`config.mk`:
```
export PLATFORM = sky130hd
export DESIGN_NAME = tcw_ctrl
export DESIGN_NICKNAME = d
export VERILOG_FILES = /design/src/design/tcw_pkg.sv /design/src/design/tcw_ctrl.sv
export SDC_FILE = /design/constraint.sdc
export NUM_CORES = 1
export LEC_CHECK = 0
export BUFFER_PORTS_ARGS = -buffer_cell sky130_fd_sc_hd__buf_2
export CAP_MARGIN = 15
export CORE_AREA = 2 2 39 41
export DETAILED_ROUTE_END_ITERATION = 8
export DIE_AREA = 0 0 41 43
export SLEW_MARGIN = 20
export SYNTH_ARGS = -nofsm -noshare
export SYNTH_HDL_FRONTEND = slang
export SYNTH_SLANG_ARGS = --single-unit
```
`constraint.sdc`:
```
create_clock -name clk_i -period 1.2 [get_ports clk_i]
set_input_delay 0 -clock clk_i [delete_from_list [all_inputs] [get_ports clk_i]]
set_output_delay 0 -clock clk_i [all_outputs]
set_load 0.03 [all_outputs]
```
`src/design/tcw_pkg.sv`:
```
// shared constants, types and address helpers for the text console writer
package tcw_pkg;

  // screen geometry and scrollback depth
  localparam int COLS          = 80;
  localparam int ROWS          = 25;
  localparam int HISTORY_LINES = 100;

  localparam int COL_W  = $clog2(COLS);
  localparam int ROW_W  = $clog2(ROWS);
  localparam int ROWP_W = ROW_W + 1;
  localparam int HIST_W = (HISTORY_LINES > 1) ? $clog2(HISTORY_LINES) : 1;
  localparam int FILL_W = $clog2(HISTORY_LINES + 1);
  localparam int CNT_W  = $clog2(COLS + 1);
  localparam int SCR_AW = $clog2(ROWS * COLS);
  localparam int HIS_AW = $clog2(HISTORY_LINES * COLS);
  localparam int SCR_DEPTH = ROWS * COLS;
  localparam int HIS_DEPTH = HISTORY_LINES * COLS;

  localparam int CELL_W = 16;
  localparam int IN_TDATA_W  = 32;
  localparam int IN_TUSER_W  = 2;
  localparam int OUT_TDATA_W = 48;

  localparam logic [7:0]        CH_NEWLINE = 8'h0a;
  localparam logic [7:0]        CH_RETURN  = 8'h0d;
  localparam logic [7:0]        CH_SPACE   = 8'h20;
  localparam logic [CELL_W-1:0] RESET_CELL = 16'h0720;
  localparam logic [7:0]        BLANK_ATTR_RESET = 8'h07;

  typedef enum logic [1:0] {
    CMD_WRITE       = 2'd0,
    CMD_CLEAR       = 2'd1,
    CMD_READ_SCREEN = 2'd2,
    CMD_READ_HIST   = 2'd3
  } cmd_e;

  typedef enum logic [1:0] {
    CELL_ZERO   = 2'd0,
    CELL_SCREEN = 2'd1,
    CELL_HIST   = 2'd2
  } cell_sel_e;

  // controller to datapath
  typedef struct packed {
    logic init_step;
    logic accept;
    logic clr_step;
    logic scroll_step;
    logic load_out;
  } ctrl_cmd_t;

  // datapath to controller
  typedef struct packed {
    logic need_scroll;
    logic is_clear;
    logic sweep_last;
    logic scroll_last;
    logic out_free;
  } dp_sts_t;

  // logical screen row to physical row of the circular screen store
  function automatic logic [ROW_W-1:0] phys_row(input logic [ROW_W-1:0] top,
                                                input logic [ROW_W-1:0] r);
    logic [ROWP_W-1:0] sum;
    sum = {1'b0, top} + {1'b0, r};
    if (sum >= ROWP_W'(ROWS)) begin
      sum = sum - ROWP_W'(ROWS);
    end
    return sum[ROW_W-1:0];
  endfunction

  function automatic logic [SCR_AW-1:0] scr_addr(input logic [ROW_W-1:0] r,
                                                 input logic [COL_W-1:0] c);
    return SCR_AW'(r) * SCR_AW'(COLS) + SCR_AW'(c);
  endfunction

  function automatic logic [HIS_AW-1:0] hist_addr(input logic [HIST_W-1:0] s,
                                                  input logic [COL_W-1:0] c);
    return HIS_AW'(s) * HIS_AW'(COLS) + HIS_AW'(c);
  endfunction

endpackage

```
`src/design/tcw_ctrl.sv`:
```
// sequencing state machine of the text console writer
module tcw_ctrl (
  input  logic                 clk_i,
  input  logic                 rst_ni,
  input  logic                 in_valid_i,
  output logic                 in_ready_o,
  input  tcw_pkg::dp_sts_t     sts_i,
  output tcw_pkg::ctrl_cmd_t   cmd_o
);

  typedef enum logic [4:0] {
    ST_INIT   = 5'b00001,
    ST_IDLE   = 5'b00010,
    ST_CLEAR  = 5'b00100,
    ST_SCROLL = 5'b01000,
    ST_DONE   = 5'b10000
  } state_e;

  state_e state_q, state_d;

  always_comb begin
    state_d    = state_q;
    cmd_o      = '0;
    in_ready_o = 1'b0;
    unique case (state_q)
      ST_INIT: begin
        cmd_o.init_step = 1'b1;
        if (sts_i.sweep_last) begin
          state_d = ST_IDLE;
        end
      end
      ST_IDLE: begin
        in_ready_o = 1'b1;
        if (in_valid_i) begin
          cmd_o.accept = 1'b1;
          if (sts_i.need_scroll) begin
            state_d = ST_SCROLL;
          end else if (sts_i.is_clear) begin
            state_d = ST_CLEAR;
          end else begin
            state_d = ST_DONE;
          end
        end
      end
      ST_CLEAR: begin
        cmd_o.clr_step = 1'b1;
        if (sts_i.sweep_last) begin
          state_d = ST_DONE;
        end
      end
      ST_SCROLL: begin
        cmd_o.scroll_step = 1'b1;
        if (sts_i.scroll_last) begin
          state_d = ST_DONE;
        end
      end
      ST_DONE: begin
        if (sts_i.out_free) begin
          cmd_o.load_out = 1'b1;
          state_d        = ST_IDLE;
        end
      end
      default: begin
        state_d = ST_IDLE;
      end
    endcase
  end

  always_ff @(posedge clk_i or negedge rst_ni) begin
    if (!rst_ni) begin
      state_q <= ST_INIT;
    end else begin
      state_q <= state_d;
    end
  end

endmodule

```
==> metrics list <==
- Counting every net in the synthesized netlist gives 43.
- After synthesis the cells add up to 346.6 um^2.
- The slowest stage of the critical path is the sky130_fd_sc_hd__dfrtp_2 cell.
- Power, Total: 0.001370 W
* Wire per inst: 11.62 um
- Yosys mapped the design onto 24 distinct sky130hd cell types.
* Global-route total usage across every layer: 0.1366
- The net count of the finished layout is 71.
- The first routing iteration left 7 violations.
- Hold violation total from the final report: 0
- Required time at the worst-slack endpoint: 1.20 ns
- Power density relative to cell area: 2309 mW/mm^2
- For the pin with the worst max-slew slack, the measured transition is 0.2495 ns.
- In this run the worst path has a maximum fanout of 4.
- Starting utilization of the core area: 0.2505
- Max H-tree Level: 1
- Broken down by cell family, the worst path's largest delay share belongs to flip-flops.
- Maximum root-to-sink buffer count: 2
- The die is 41 um wide.
- The Yosys step of the flow raised 0 warnings.
- The run finished, with violations left.
- Max-cap violations in this run came to 0.
- Between clock sinks in the finished design, the worst skew comes to 0.006059 ns.
- The tightest min-delay check is of the primary input to flip-flop type.
- Summing all placed instances gives a cell area of 462.9 um^2.
- Final hold analysis gives a worst-case slack of 0.01424 ns.
- Std-Cell Core Area: 0.001384 mm^2
- Final cycle utilization of the critical path: 1.104
- Summed over all nets, the half-perimeter wirelength after detailed placement is 680.9 um.
* Max-slew headroom at the worst pin: 0.8336
- STA classifies the critical path startpoint as a flip-flop.
- In this run the static leakage power is 0.3031 nW.
- Sum of negative setup slack: -0.8778 ns
* Number of buffers added on ports: 13
- Predominant post-synthesis flop cell: sky130_fd_sc_hd__dfrtp_1
- Post-synthesis sequential area ratio: 0.3646
- In this run the remaining antenna-violating nets after routing total 0.
* Aggregate routed wire length: 906 um
* Total grt overflow: 0
- After technology mapping, the gate count stands at 35.
- Post-route cell area: 593.1 um^2
* Synth Area per Inst: 9.902 um^2
- The number of global-route vias before repair came to 377.
- The first global-routing pass estimated 1490 um of wire.
* Largest register FFs: 5
* Diode count: 0
- The final reports fail on setup timing.
- CTS tree: done
- Measured along the y axis, the die boundary spans 43 um.
* Largest register by flop count: state_q
- Count of standard-cell rows: 14
- The area growth from synthesis to layout is 71.12%.
- R2R setup slack: -0.11 ns
* Peak supply drop: 1.128 mV
- Number of buffers and inverters on the critical path: 2
- The critical path goes through nor3_2, nand3b_1, inv_1, buf_6.
- Insertion delay of the later-clocked pin in the worst-skew pair: 0.25 ns
- Clock-pin slew was measured on the worst setup and hold paths at 0.04 ns.
* Ratio of cells with drive above 1 in the final layout: 0.6452
* I/O pin total: 14
* Die Outline Area: 0.001763 mm^2
* Setup repair after global routing missed its margin: true
* Upper clock frequency limit: 0.7548 GHz
- Counting every sink on the clock net gives 5.
* Number of antenna violations at the first check in global routing: 0
- The congestion estimate from routability-driven global placement came to 0.7064.
- Clock root buffer: sky130_fd_sc_hd__clkbuf_4
* Category of the most critical setup path: flip-flop to output port
* Worst slack after detailed placement: -0.07044 ns
- In this run, synthesis produced a sequential element count of 5.
- Count of vias placed by the detailed router: 366
* Drt first pass iters: 4
* Number of enable flip-flop cells after synthesis: 0
- Entering global routing, the biggest net connects 6 pins.
- CTS Buf Count: 3
- Data arrival time at the worst-slack endpoint: 1.32 ns
* Max Transition Viols Final: 0
- Final-report setup violation count: 9
* Via/cell ratio: 4.692
- Minimum clock period: 1.325 ns
* Biggest registers after layout: state_q x5
* Setup WS post-layout: -0.1248 ns
* CP Capture Type: output port
- Largest stage delay, worst path: 0.44 ns
- For this run, design rule violations remaining after detail routing come to 0.
* Share of flip-flops with an asynchronous set or reset after synthesis: 1.000
-- repair_timing --
| item | in CTS | in global routing |
|---|---|---|
| hold buffers | 2 | 0 |
| setup buffers | 3 | 1 |
| resized for setup | 16 | 5 |
| pin swaps | 6 | 2 |
| endpoints found under the setup margin | 10 | 10 |
| hold endpoints to repair | 7 | 0 |
-- where the power goes --
part	switching, W	internal (W)
clock network	0.0000715	0.000126
registers	0.0000694	0.000228
logic	0.000459	0.000415
total	0.000600	0.000769
-- worst paths after layout --
check                                       start  cells after the start                endpoint
max                        state_q[1]$_DFFE_PN0P_                      4                cmd_o[2]
min                                    in_valid_i                      2  state_q[1]$_DFFE_PN0P_
max reg2reg                state_q[0]$_DFFE_PN1P_                      5  state_q[2]$_DFFE_PN0P_
min reg2reg                state_q[1]$_DFFE_PN0P_                      3  state_q[3]$_DFFE_PN0P_
max in group asynchronous                  rst_ni                      2  state_q[0]$_DFFE_PN1P_
min in group asynchronous                  rst_ni                      2  state_q[3]$_DFFE_PN0P_
-- cell usage in the layout (no fill, tap or decap), types with 2 or more instances in the layout --
| cell | n |
|---|---|
| sky130_fd_sc_hd__buf_6 | 7 |
| sky130_fd_sc_hd__nand3_1 | 3 |
| sky130_fd_sc_hd__nor2_2 | 2 |
| sky130_fd_sc_hd__buf_4 | 7 |
| sky130_fd_sc_hd__clkbuf_4 | 3 |
| sky130_fd_sc_hd__dfrtp_2 | 2 |
| sky130_fd_sc_hd__dlygate4sd3_1 | 2 |
| sky130_fd_sc_hd__dfrtp_1 | 2 |
| sky130_fd_sc_hd__nor2_1 | 3 |
| sky130_fd_sc_hd__buf_2 | 7 |
-- final cells by class --
type | instances | area [um^2]
Sequential cell | 5 | 128.9
Tap cell | 16 | 20.02
Multi-Input combinational cell | 27 | 217.7
Timing Repair Buffer | 23 | 186.4
Inverter | 3 | 13.76
Fill cell | 139 | 790.8
Clock buffer | 4 | 26.28
-- kinds of logic (layout without fill, tap and decap cells) --
logic type             Yosys count  in the layout  share of synthesized area
XOR/XNOR                         1              1                    0.02528
buffers and inverters            3             30                    0.03249
AND/OR/NAND/NOR                 20             20                     0.4116
AO/OA/AOI/OAI                    6              6                     0.1660
flip-flops                       5              5                     0.3646
-- synth_stat cells, types with 3 or more instances --
cell,n,area [um^2]
sky130_fd_sc_hd__dfrtp_1,4,100.1
sky130_fd_sc_hd__nand3_1,4,20.02
sky130_fd_sc_hd__nor2_1,4,15.01
sky130_fd_sc_hd__inv_1,3,11.26
-- per-layer routing --
layer	global-route usage	up-vias	share of wire
li1	-	182	-
met3	0.03141	3	0.053
met5	0	-	0
met4	0.1200	0	0.026
met1	0.1386	168	0.37
met2	0.2156	13	0.55
-- through the flow --
step	std cells	utilization
finish	78	0.4286
detailed placement	68	0.3345
global placement	68	0.3345
floorplan	35	-
global route	78	0.4286
CTS	77	0.4159
Power figures use the tool's default switching activity.
